$ cat config.mk
export PLATFORM = sky130hd
export DESIGN_NAME = greedy_point_merge_unit_flat
export DESIGN_NICKNAME = d
export VERILOG_FILES = /design/src/gpm_pkg.sv /design/src/gpm_stream_if.sv /design/src/gpm_ram.sv /design/src/gpm_divider.sv /design/src/gpm_datapath.sv /design/src/gpm_controller.sv /design/src/greedy_point_merge_unit.sv /design/src/flat_wrapper.sv
export SDC_FILE = /design/constraint.sdc
export NUM_CORES = 2
export LEC_CHECK = 0
export BUFFER_PORTS_ARGS = -buffer_cell sky130_fd_sc_hd__buf_2
export CAP_MARGIN = 0
export CORE_MARGIN = 4
export CORE_UTILIZATION = 30
export CTS_CLUSTER_SIZE = 20
export DETAILED_ROUTE_END_ITERATION = 10
export PLACE_DENSITY = 0.54
export SLEW_MARGIN = 20
export SYNTH_ARGS = -nofsm -noshare
export SYNTH_HDL_FRONTEND = slang
export SYNTH_SLANG_ARGS = --single-unit
$ cat constraint.sdc
create_clock -name clock -period 10.5 [get_ports clock]
set_input_delay 0 -clock clock [delete_from_list [all_inputs] [get_ports clock]]
set_output_delay 0 -clock clock [all_outputs]
set_load 0.005 [all_outputs]
$ cat src/gpm_pkg.sv
// shared constants and types for the greedy point merge unit
`timescale 1ns / 1ps
package gpm_pkg;
   localparam int MaxPoints  = 64;
   localparam int IdxW       = $clog2(MaxPoints);
   localparam int CntW       = 7;
   localparam int CoordW     = 16;
   localparam int SumW       = CoordW + IdxW;
   localparam logic [15:0] ThresholdReset = 16'd160;

   typedef struct packed {
      logic load;          // write request point into store
      logic clear_sums;    // start leader: load accumulators with the leader coordinates
      logic leader_rd;     // capture leader coordinates from read data
      logic accumulate;    // add candidate coordinates into accumulators
      logic div_start;     // start both dividers
   } gpm_cmd_type;

   typedef struct packed {
      logic close;         // candidate lies strictly within the threshold
      logic div_done;      // dividers finished
   } gpm_status_type;
endpackage

$ cat src/gpm_stream_if.sv
// valid/ready channel interfaces for requests and responses
`timescale 1ns / 1ps
interface gpm_req_if;
   logic        valid;
   logic        ready;
   logic [15:0] point_x;
   logic [15:0] point_y;
   logic        set_end;
   modport source (output valid, point_x, point_y, set_end, input ready);
   modport sink   (input valid, point_x, point_y, set_end, output ready);
endinterface

interface gpm_rsp_if;
   logic        valid;
   logic        ready;
   logic [15:0] centroid_x;
   logic [15:0] centroid_y;
   logic [6:0]  member_count;
   logic        final_centroid;
   logic        points_dropped;
   modport source (output valid, centroid_x, centroid_y, member_count, final_centroid,
                   points_dropped, input ready);
   modport sink   (input valid, centroid_x, centroid_y, member_count, final_centroid,
                   points_dropped, output ready);
endinterface

$ cat src/gpm_ram.sv
// generic simple dual-port ram (one write port, one read port) with registered read
`timescale 1ns / 1ps
module gpm_ram #(
   parameter int Width = 16,
   parameter int Depth = 64
) (
   input  logic                     clock,
   input  logic                     wr_en,
   input  logic [$clog2(Depth)-1:0] wr_addr,
   input  logic [Width-1:0]         wr_data,
   input  logic [$clog2(Depth)-1:0] rd_addr,
   output logic [Width-1:0]         rd_data
);
   logic [Width-1:0] mem_ff [Depth];

   always_ff @(posedge clock) begin
      if (wr_en) begin
         mem_ff[wr_addr] <= wr_data;
      end
      rd_data <= mem_ff[rd_addr];
   end
endmodule

$ cat src/gpm_divider.sv
// restoring divider, one quotient bit per cycle
`timescale 1ns / 1ps
module gpm_divider import gpm_pkg::*; (
   input  logic              clock,
   input  logic              reset,
   input  logic              start,
   input  logic [SumW-1:0]   dividend,
   input  logic [CntW-1:0]   divisor,
   output logic              done,
   output logic [CoordW-1:0] quotient
);
   logic [SumW-1:0]         quo_ff, quo_in;
   logic [CntW:0]           rem_ff, rem_in;
   logic [CntW-1:0]         dsr_ff, dsr_in;
   logic [$clog2(SumW):0]   cnt_ff, cnt_in;
   logic                    busy_ff, busy_in;
   logic [CntW:0]           trial;

   always_comb begin
      quo_in  = quo_ff;
      rem_in  = rem_ff;
      dsr_in  = dsr_ff;
      cnt_in  = cnt_ff;
      busy_in = busy_ff;
      trial   = {rem_ff[CntW-1:0], quo_ff[SumW-1]};
      if (start) begin
         quo_in  = dividend;
         rem_in  = '0;
         dsr_in  = divisor;
         cnt_in  = ($clog2(SumW)+1)'(SumW);
         busy_in = 1'b1;
      end else if (busy_ff) begin
         if (trial >= {1'b0, dsr_ff}) begin
            rem_in = trial - {1'b0, dsr_ff};
            quo_in = {quo_ff[SumW-2:0], 1'b1};
         end else begin
            rem_in = trial;
            quo_in = {quo_ff[SumW-2:0], 1'b0};
         end
         cnt_in = cnt_ff - 1'b1;
         if (cnt_ff == ($clog2(SumW)+1)'(1)) begin
            busy_in = 1'b0;
         end
      end
   end

   always_ff @(posedge clock) begin
      if (reset) begin
         busy_ff <= 1'b0;
         cnt_ff  <= '0;
      end else begin
         busy_ff <= busy_in;
         cnt_ff  <= cnt_in;
      end
      quo_ff <= quo_in;
      rem_ff <= rem_in;
      dsr_ff <= dsr_in;
   end

   assign done     = busy_ff && (cnt_ff == ($clog2(SumW)+1)'(1));
   assign quotient = quo_in[CoordW-1:0];
endmodule

$ cat src/gpm_datapath.sv
// point store, distance test, accumulators and dividers
`timescale 1ns / 1ps
module gpm_datapath import gpm_pkg::*; (
   input  logic              clock,
   input  logic              reset,
   input  gpm_cmd_type       cmd,
   input  logic [IdxW-1:0]   wr_addr,
   input  logic [IdxW-1:0]   rd_addr,
   input  logic [15:0]       point_x,
   input  logic [15:0]       point_y,
   input  logic [15:0]       threshold,
   input  logic [CntW-1:0]   count,
   output gpm_status_type    status,
   output logic [15:0]       cx,
   output logic [15:0]       cy
);
   logic [15:0]     rx, ry;
   logic [15:0]     lx_ff, ly_ff;
   logic [SumW-1:0] sx_ff, sy_ff;
   logic [15:0]     dx_ff, dy_ff, dx_in, dy_in;
   logic [31:0]     px_ff, py_ff, lim_ff;
   logic [32:0]     d2;
   logic            dxv, dyv;
   logic            donex, doney;

   gpm_ram #(.Width(CoordW), .Depth(MaxPoints)) u_ram_x (
      .clock, .wr_en(cmd.load), .wr_addr, .wr_data(point_x), .rd_addr, .rd_data(rx));
   gpm_ram #(.Width(CoordW), .Depth(MaxPoints)) u_ram_y (
      .clock, .wr_en(cmd.load), .wr_addr, .wr_data(point_y), .rd_addr, .rd_data(ry));

   assign dx_in = (lx_ff >= rx) ? lx_ff - rx : rx - lx_ff;
   assign dy_in = (ly_ff >= ry) ? ly_ff - ry : ry - ly_ff;
   assign d2    = {1'b0, px_ff} + {1'b0, py_ff};
   assign dxv   = 1'b1;
   assign dyv   = dxv;

   // difference, then square, then compare: difference and square registered, compare combinational
   always_ff @(posedge clock) begin
      dx_ff  <= dx_in;
      dy_ff  <= dy_in;
      px_ff  <= dx_ff * dx_ff;
      py_ff  <= dy_ff * dy_ff;
      lim_ff <= threshold * threshold;
      if (cmd.leader_rd) begin
         lx_ff <= rx;
         ly_ff <= ry;
      end
      if (cmd.clear_sums) begin
         sx_ff <= SumW'(rx);
         sy_ff <= SumW'(ry);
      end else if (cmd.accumulate && dyv) begin
         sx_ff <= sx_ff + SumW'(rx);
         sy_ff <= sy_ff + SumW'(ry);
      end
   end

   assign status.close = d2 < {1'b0, lim_ff};

   gpm_divider u_div_x (.clock, .reset, .start(cmd.div_start), .dividend(sx_ff),
                        .divisor(count), .done(donex), .quotient(cx));
   gpm_divider u_div_y (.clock, .reset, .start(cmd.div_start), .dividend(sy_ff),
                        .divisor(count), .done(doney), .quotient(cy));
   assign status.div_done = donex & doney;
endmodule

$ cat src/gpm_controller.sv
// sequencer for loading, leader walk, candidate scan and result hand-off
`timescale 1ns / 1ps
module gpm_controller import gpm_pkg::*; (
   input  logic            clock,
   input  logic            reset,
   input  logic            req_valid,
   output logic            req_ready,
   input  logic            req_set_end,
   input  logic            rsp_ready,
   output logic            rsp_valid,
   output logic            rsp_final,
   output logic            rsp_dropped,
   output logic [CntW-1:0] rsp_count,
   output gpm_cmd_type     cmd,
   input  gpm_status_type  status,
   output logic [IdxW-1:0] wr_addr,
   output logic [IdxW-1:0] rd_addr,
   output logic [CntW-1:0] count
);
   localparam logic [3:0] S_LOAD = 4'd0, S_LRD = 4'd1, S_LCAP = 4'd2, S_CRD = 4'd3,
                          S_CW1 = 4'd4, S_CW2 = 4'd5, S_CW3 = 4'd6, S_CDEC = 4'd7,
                          S_DIV = 4'd8, S_DWT = 4'd9, S_OUT = 4'd10;

   logic [3:0]          state_ff, state_in;
   logic [CntW-1:0]     n_ff, n_in;
   logic                ovf_ff, ovf_in;
   logic [MaxPoints-1:0] mark_ff, mark_in;
   logic [CntW-1:0]     lead_ff, lead_in, cand_ff, cand_in, cnt_ff, cnt_in;
   logic                fin_ff, fin_in;
   logic                accept;
   logic [CntW-1:0]     nxt;

   assign accept    = req_valid && req_ready;
   assign req_ready = (state_ff == S_LOAD);
   assign wr_addr   = n_ff[IdxW-1:0];

   always_comb begin
      state_in = state_ff;
      n_in     = n_ff;
      ovf_in   = ovf_ff;
      mark_in  = mark_ff;
      lead_in  = lead_ff;
      cand_in  = cand_ff;
      cnt_in   = cnt_ff;
      fin_in   = fin_ff;
      cmd      = '0;
      rd_addr  = lead_ff[IdxW-1:0];
      nxt      = lead_ff + 1'b1;
      unique case (state_ff)
         S_LOAD: begin
            if (accept) begin
               if (n_ff < CntW'(MaxPoints)) begin
                  cmd.load = 1'b1;
                  n_in     = n_ff + 1'b1;
               end else begin
                  ovf_in = 1'b1;
               end
               if (req_set_end) begin
                  lead_in  = '0;
                  state_in = S_LRD;
               end
            end
         end
         S_LRD: begin
            // return to loading once past the last point; skip absorbed leaders; read the leader otherwise
            if (lead_ff >= n_ff) begin
               state_in = S_LOAD;
               n_in     = '0;
               ovf_in   = 1'b0;
               mark_in  = '0;
            end else if (mark_ff[lead_ff[IdxW-1:0]]) begin
               lead_in = lead_ff + 1'b1;
            end else begin
               state_in = S_LCAP;
            end
         end
         S_LCAP: begin
            cmd.leader_rd  = 1'b1;
            cmd.clear_sums = 1'b1;
            cnt_in         = CntW'(1);
            cand_in        = lead_ff + 1'b1;
            state_in       = S_CRD;
         end
         S_CRD: begin
            rd_addr = cand_ff[IdxW-1:0];
            if (cand_ff >= n_ff) begin
               state_in = S_DIV;
            end else if (mark_ff[cand_ff[IdxW-1:0]]) begin
               cand_in = cand_ff + 1'b1;
            end else begin
               state_in = S_CW1;
            end
         end
         S_CW1: begin
            rd_addr  = cand_ff[IdxW-1:0];
            state_in = S_CW2;
         end
         S_CW2: begin
            rd_addr  = cand_ff[IdxW-1:0];
            state_in = S_CW3;
         end
         S_CW3: begin
            rd_addr  = cand_ff[IdxW-1:0];
            state_in = S_CDEC;
         end
         S_CDEC: begin
            // read data still shows the candidate
            rd_addr = cand_ff[IdxW-1:0];
            if (status.close) begin
               cmd.accumulate = 1'b1;
               mark_in[cand_ff[IdxW-1:0]] = 1'b1;
               cnt_in = cnt_ff + 1'b1;
            end
            cand_in  = cand_ff + 1'b1;
            state_in = S_CRD;
         end
         S_DIV: begin
            cmd.div_start = 1'b1;
            fin_in        = 1'b1;
            for (int k = 0; k < MaxPoints; k++) begin
               if (CntW'(k) > lead_ff && CntW'(k) < n_ff && !mark_ff[k]) begin
                  fin_in = 1'b0;
               end
            end
            state_in = S_DWT;
         end
         S_DWT: begin
            if (status.div_done) begin
               state_in = S_OUT;
            end
         end
         S_OUT: begin
            if (rsp_ready) begin
               lead_in  = nxt;
               state_in = S_LRD;
            end
         end
         default: state_in = S_LOAD;
      endcase
   end

   always_ff @(posedge clock) begin
      if (reset) begin
         state_ff <= S_LOAD;
         n_ff     <= '0;
         ovf_ff   <= 1'b0;
         mark_ff  <= '0;
      end else begin
         state_ff <= state_in;
         n_ff     <= n_in;
         ovf_ff   <= ovf_in;
         mark_ff  <= mark_in;
      end
      lead_ff <= lead_in;
      cand_ff <= cand_in;
      cnt_ff  <= cnt_in;
      fin_ff  <= fin_in;
   end

   assign rsp_valid   = (state_ff == S_OUT);
   assign rsp_final   = fin_ff;
   assign rsp_dropped = ovf_ff;
   assign rsp_count   = cnt_ff;
   assign count       = cnt_ff;

   a_no_accept_busy: assert property (@(posedge clock) disable iff (reset)
      (state_ff != S_LOAD) |-> !req_ready) else $error("input taken while merging");
   a_count_range: assert property (@(posedge clock) disable iff (reset)
      rsp_valid |-> (cnt_ff != '0 && cnt_ff <= n_ff)) else $error("bad member count");
   a_out_hold: assert property (@(posedge clock) disable iff (reset)
      (rsp_valid && !rsp_ready) |=> rsp_valid) else $error("result lost");
endmodule

$ cat src/greedy_point_merge_unit.sv
// top level of the greedy point merge unit
`timescale 1ns / 1ps
//  channel | direction | payload
//  req     | in        | point_x, point_y, set_end
//  rsp     | out       | centroid_x, centroid_y, member_count, final_centroid, points_dropped
//  csr     | in        | merge_threshold write
//
//  loading: points are taken back to back while the sequencer is loading
//  merging: per live candidate per leader a ram read, difference, square and compare,
//  plus per leader a divide (start and 22 serial steps)
//  synchronous reset returns the threshold to 10.0 pixels and empties the store
//  a stalled response holds the sequencer; no point is taken during a merge
module greedy_point_merge_unit import gpm_pkg::*; (
   input  logic       clock,
   input  logic       reset,
   gpm_req_if.sink    req,
   gpm_rsp_if.source  rsp,
   input  logic       csr_we,
   input  logic [15:0] csr_wdata
);
   logic [15:0]     thr_ff;
   gpm_cmd_type     cmd;
   gpm_status_type  status;
   logic [IdxW-1:0] wr_addr, rd_addr;
   logic [CntW-1:0] count;

   // threshold register
   always_ff @(posedge clock) begin
      if (reset) begin
         thr_ff <= ThresholdReset;
      end else if (csr_we) begin
         thr_ff <= csr_wdata;
      end
   end

   gpm_controller u_ctrl (
      .clock, .reset,
      .req_valid(req.valid), .req_ready(req.ready), .req_set_end(req.set_end),
      .rsp_ready(rsp.ready), .rsp_valid(rsp.valid), .rsp_final(rsp.final_centroid),
      .rsp_dropped(rsp.points_dropped), .rsp_count(rsp.member_count),
      .cmd, .status, .wr_addr, .rd_addr, .count);

   // quotient outputs hold once the dividers finish
   gpm_datapath u_dp (
      .clock, .reset, .cmd, .wr_addr, .rd_addr,
      .point_x(req.point_x), .point_y(req.point_y), .threshold(thr_ff), .count,
      .status, .cx(rsp.centroid_x), .cy(rsp.centroid_y));
endmodule

$ cat src/flat_wrapper.sv
// flat-port wrapper written by rule: the top's interface ports become plain ports
module greedy_point_merge_unit_flat import gpm_pkg::*;
  (clock, reset, csr_we, csr_wdata, req_valid, req_point_x, req_point_y, req_set_end, req_ready, rsp_valid, rsp_centroid_x, rsp_centroid_y, rsp_member_count, rsp_final_centroid, rsp_points_dropped, rsp_ready);
  gpm_req_if req_i ();
  gpm_rsp_if rsp_i ();
  input  logic clock;
  input  logic reset;
  input  logic csr_we;
  input  logic [15:0] csr_wdata;
  input wire logic [$bits(req_i.valid)-1:0] req_valid;
  input wire logic [$bits(req_i.point_x)-1:0] req_point_x;
  input wire logic [$bits(req_i.point_y)-1:0] req_point_y;
  input wire logic [$bits(req_i.set_end)-1:0] req_set_end;
  output wire logic [$bits(req_i.ready)-1:0] req_ready;
  output wire logic [$bits(rsp_i.valid)-1:0] rsp_valid;
  output wire logic [$bits(rsp_i.centroid_x)-1:0] rsp_centroid_x;
  output wire logic [$bits(rsp_i.centroid_y)-1:0] rsp_centroid_y;
  output wire logic [$bits(rsp_i.member_count)-1:0] rsp_member_count;
  output wire logic [$bits(rsp_i.final_centroid)-1:0] rsp_final_centroid;
  output wire logic [$bits(rsp_i.points_dropped)-1:0] rsp_points_dropped;
  input wire logic [$bits(rsp_i.ready)-1:0] rsp_ready;
  assign req_i.valid = req_valid;
  assign req_i.point_x = req_point_x;
  assign req_i.point_y = req_point_y;
  assign req_i.set_end = req_set_end;
  assign req_ready = req_i.ready;
  assign rsp_valid = rsp_i.valid;
  assign rsp_centroid_x = rsp_i.centroid_x;
  assign rsp_centroid_y = rsp_i.centroid_y;
  assign rsp_member_count = rsp_i.member_count;
  assign rsp_final_centroid = rsp_i.final_centroid;
  assign rsp_points_dropped = rsp_i.points_dropped;
  assign rsp_i.ready = rsp_ready;
  greedy_point_merge_unit u_core (.clock(clock), .reset(reset), .req(req_i), .rsp(rsp_i), .csr_we(csr_we), .csr_wdata(csr_wdata));
endmodule
==> out/qor.csv <==
stage;metric;value;unit
worst_hold_path;Hold Path Class;in2reg;
clock_tree;CTS tree;built;
clock_tree;post-CTS clock slew at the launch and capture registers of the worst setup and hold paths;70;ps
worst_hold_path;Worst Min Path Start;req_set_end;
setup_path;startpoint of the lowest-slack register-to-register path;u_core.thr_ff[12]$_SDFFE_PP0P_;
timing;highest achievable clock rate;140;MHz
synthesis;#FFs+latches synth;2474;
cells_and_area;most frequent standard cell in the layout excluding fill and tap cells;sky130_fd_sc_hd__edfxtp_1;
place;dpl hpwl;214;mm
timing;final sum of negative setup slack;0;ps
setup_path;Worst path max stage delay;660;ps
drt;DRC;0;
clock_tree;buffer levels on the longest clock path;4;
clock_tree;post-CTS setup repair buffer count;0;
cells_and_area;fraction of final layout cells with drive strength greater than 1;0.145;
worst_hold_path;Hold Path Cell Cnt;4;
floorplanning;Die Ht;651;um
synthesis;area fraction of the dominant cell type after synthesis;0.522;
timing;hold violation count in the final report;0;
setup_path;data arrival time at the worst-slack endpoint;7830;ps
setup_path;Req. time, crit path;11200;ps
setup_path;worst reg2reg endpoint;u_core.u_dp.lim_ff[30]$_DFF_P_;
timing;final worst path period need;7120;ps
synthesis;number of warnings printed during yosys synthesis;0;
drt;number of antenna-violating nets in the routed design;0;
timing;RSZ-0062 raised after global routing;false;
synthesis;biggest area consumer among synthesized cells;sky130_fd_sc_hd__edfxtp_1;
synthesis;share of flip-flops with an asynchronous set or reset;0;
run_status;outcome;finished clean;
job;Max-Cap Viols;0;
setup_path;cell-by-cell trace of the critical path;inv_1 > nor2_1 > inv_1 > fa_1 > fa_1 > inv_1 > ha_1 > fa_1 > fa_1 > inv_1 > fa_1 > inv_1 > ha_1 > and4_1 > and2_1 > a31oi_1 > a31oi_1 > a41oi_1 > a2111oi_0 > o21a_1 > o21a_1 > o41ai_1 > xnor2_1;
timing;Post-Route Hold Slack;60.3;ps
synthesis;most common flop cell mapped by yosys;sky130_fd_sc_hd__edfxtp_1;
synthesis;number of enable-type register cells in the synthesized netlist;2153;
synthesis;synthesized netlist cell count;8705;
floorplanning;Top-Level Pins;97;
clock_tree;count of hold-fix buffers inserted at cts;102;
timing;number of setup violations in the final report;0;
floorplanning;area of the die;423000;sq um
drt;mean routed wirelength per cell;23.5;um
setup_path;start-to-end type of the worst setup path;reg2reg;
cells_and_area;final cell area excluding filler cells;141000;sq um
global_route;total global routing overflow;0;
worst_hold_path;Worst Hold Path EP;u_core.u_ctrl.lead_ff[3]$_SDFFCE_PN0P_;
timing;final setup skew;90.8;ps
global_route;number of antenna violations at the first check in global routing;14;
timing;relative slew slack;0.111;
drt;vias per std cell;5.02;
timing;final count of pins violating max slew;0;
global_route;overall global routing resource usage;0.158;
synthesis;mean area per synthesized cell;14.2;sq um
setup_path;crit-path max FO;13;
drt;first-pass detailed-route iteration total;5;
setup_path;type of element launching the critical path;flip-flop;
clock_tree;clock sink count;2474;
floorplanning;area of the core;410000;sq um
synthesis;library cells used by synthesis;90;
clock_tree;clock insertion delay at the later pin of the skew report;920;ps
cells_and_area;final core area utilization;0.344;
drt;Detailed Route Iter0 Violations;6783;
clock_tree;number of levels in the clock H-tree;5;
synthesis;combined area of all synthesized cells;124000;sq um
place;GP Congestion;0.860;
cells_and_area;synth-to-layout area growth;13.9;%
global_route;number of global-route vias before repair;75500;
drt;total wire length;342;mm
cells_and_area;commonest cells after routing, fill and taps aside;sky130_fd_sc_hd__edfxtp_1, sky130_fd_sc_hd__inv_1, sky130_fd_sc_hd__nand2_1, sky130_fd_sc_hd__mux4_2, sky130_fd_sc_hd__fa_1;
global_route;maximum number of pins on one net before global-route repair;124;
global_route;first-pass GRT wire length;508;mm
setup_path;Worst setup EP type;flip-flop;
clock_tree;clock root cell;sky130_fd_sc_hd__clkbuf_16;
floorplanning;width of the chip;651;um
cells_and_area;final-stage net count;9924;
synthesis;post-synthesis net count;9748;
synthesis;cells taking the most area after synthesis;sky130_fd_sc_hd__edfxtp_1, sky130_fd_sc_hd__mux4_2, sky130_fd_sc_hd__fa_1, sky130_fd_sc_hd__dfxtp_1, sky130_fd_sc_hd__ha_1;
setup_path;master of the slowest instance on the critical path;sky130_fd_sc_hd__dfxtp_1;
place;cell area after placement;131000;sq um
clock_tree;number of CTS-inserted buffers;273;
timing;transition time of the tightest slew-check pin;1320;ps
drt;via count;73000;
synthesis;portion of the post-synthesis area used by sequential elements;0.573;
setup_path;R2R setup slack;3380;ps
place;PortBufs;96;
timing;final cycle utilization of the critical path;0.679;
clock_tree;Post-CTS Resized;0;
floorplanning;FP Rows;235;
setup_path;length in cells of the worst reg-to-reg path;23;
floorplanning;Starting Density;0.302;
-- critical path: cells and delay by family (launching register included) --
kind                       cells  cell delay, ps
AOI/OAI and AO/OA              7            1660
xor gates and xnor gates       1             160
adders and majority gates      7            3280
buffers and inverters          5             500
DFF                            1             660
and+or+nand+nor                3             660
-- layer usage --
| layer | part of all wire | vias up | track usage |
|---|---|---|---|
| met4 | 0.021 | 4 | 0.0331 |
| met3 | 0.060 | 424 | 0.0245 |
| met2 | 0.48 | 2109 | 0.262 |
| li1 | - | 32200 | - |
| met1 | 0.44 | 38300 | 0.220 |
| met5 | 0.000061 | - | 0 |
-- layout make-up --
class	instances	area (sq um)
repair buffers	360	2920
multi-input cells	4829	48000
fillers	39700	269000
flip-flops and latches	2474	71100
inverters	943	3540
diodes	4	10.0
clock inverters	136	1510
well taps	5451	6820
clock buffers	348	7290
-- cell families (layout without fill, tap and decap cells) --
group,Yosys count,count (layout),share of synthesized area
AO/OA/AOI/OAI,1205,1205,0.0642
XOR/XNOR,214,214,0.0151
adder cells (fa/ha/maj),989,989,0.130
buffers and inverters,1402,1787,0.0445
flip-flops,2474,2474,0.573
multiplexers,635,635,0.106
other,0,4,0
AND/OR/NAND/NOR,1786,1786,0.0669
-- through the flow --
stage          setup WS (ps)  cells
2_1_floorplan           4120   8705
3_3_place_gp            3550  14000
3_5_place_dp            3520  14000
4_1_cts                 3420  14500
5_1_grt                 2870  14500
6_report                3380  14500
-- cells in the mapped netlist, types with 45 or more instances --
cell type	count
sky130_fd_sc_hd__a311oi_1	101
sky130_fd_sc_hd__ha_1	489
sky130_fd_sc_hd__xor2_1	71
sky130_fd_sc_hd__mux2i_1	83
sky130_fd_sc_hd__nand3_1	73
sky130_fd_sc_hd__a21o_1	87
sky130_fd_sc_hd__a211oi_1	154
sky130_fd_sc_hd__nor3_1	96
sky130_fd_sc_hd__xnor2_1	143
sky130_fd_sc_hd__and2_1	279
sky130_fd_sc_hd__a31oi_1	135
sky130_fd_sc_hd__a21oi_1	297
sky130_fd_sc_hd__clkbuf_1	296
sky130_fd_sc_hd__nand2_1	699
sky130_fd_sc_hd__buf_2	93
sky130_fd_sc_hd__edfxtp_1	2153
sky130_fd_sc_hd__fa_1	500
sky130_fd_sc_hd__nor2_1	411
sky130_fd_sc_hd__nor2b_1	49
sky130_fd_sc_hd__inv_1	936
sky130_fd_sc_hd__o21ai_0	179
sky130_fd_sc_hd__mux4_2	537
sky130_fd_sc_hd__nand2b_1	45
sky130_fd_sc_hd__dfxtp_1	321
-- worst max-delay path by stage --
stage / from / endpoint / slack [ps] / cells after the start
global placement: u_core.thr_ff[3]$_SDFFE_PP0P_ / u_core.u_dp.lim_ff[31]$_DFF_P_ / 3550 / 25
CTS: u_core.thr_ff[12]$_SDFFE_PP0P_ / u_core.u_dp.lim_ff[30]$_DFF_P_ / 3420 / 23
floorplan: u_core.thr_ff[1]$_SDFFE_PP0P_ / u_core.u_dp.lim_ff[31]$_DFF_P_ / 4120 / 26
finish: u_core.thr_ff[12]$_SDFFE_PP0P_ / u_core.u_dp.lim_ff[30]$_DFF_P_ / 3380 / 23
detailed placement: u_core.thr_ff[12]$_SDFFE_PP0P_ / u_core.u_dp.lim_ff[30]$_DFF_P_ / 3520 / 23
global route: u_core.thr_ff[12]$_SDFFE_PP0P_ / u_core.u_dp.lim_ff[30]$_DFF_P_ / 2870 / 23
-- flip-flops by register name (all words and copies together) (netlist names), 22 cells and up --
name and flops:
u_core.u_ctrl.mark_ff 64, u_core.u_dp.py_ff 31, u_core.u_dp.sy_ff 22, u_core.u_dp.u_div_y.quo_ff 22
u_core.u_dp.u_ram_x.mem_ff 1024, u_core.u_dp.px_ff 31, u_core.u_dp.sx_ff 22, u_core.u_dp.u_ram_y.mem_ff 1024
u_core.u_dp.u_div_x.quo_ff 22, u_core.u_dp.lim_ff 31
Power is not shown: default switching activity piles up to over one toggle a cycle in this logic, so the estimate is an artifact.
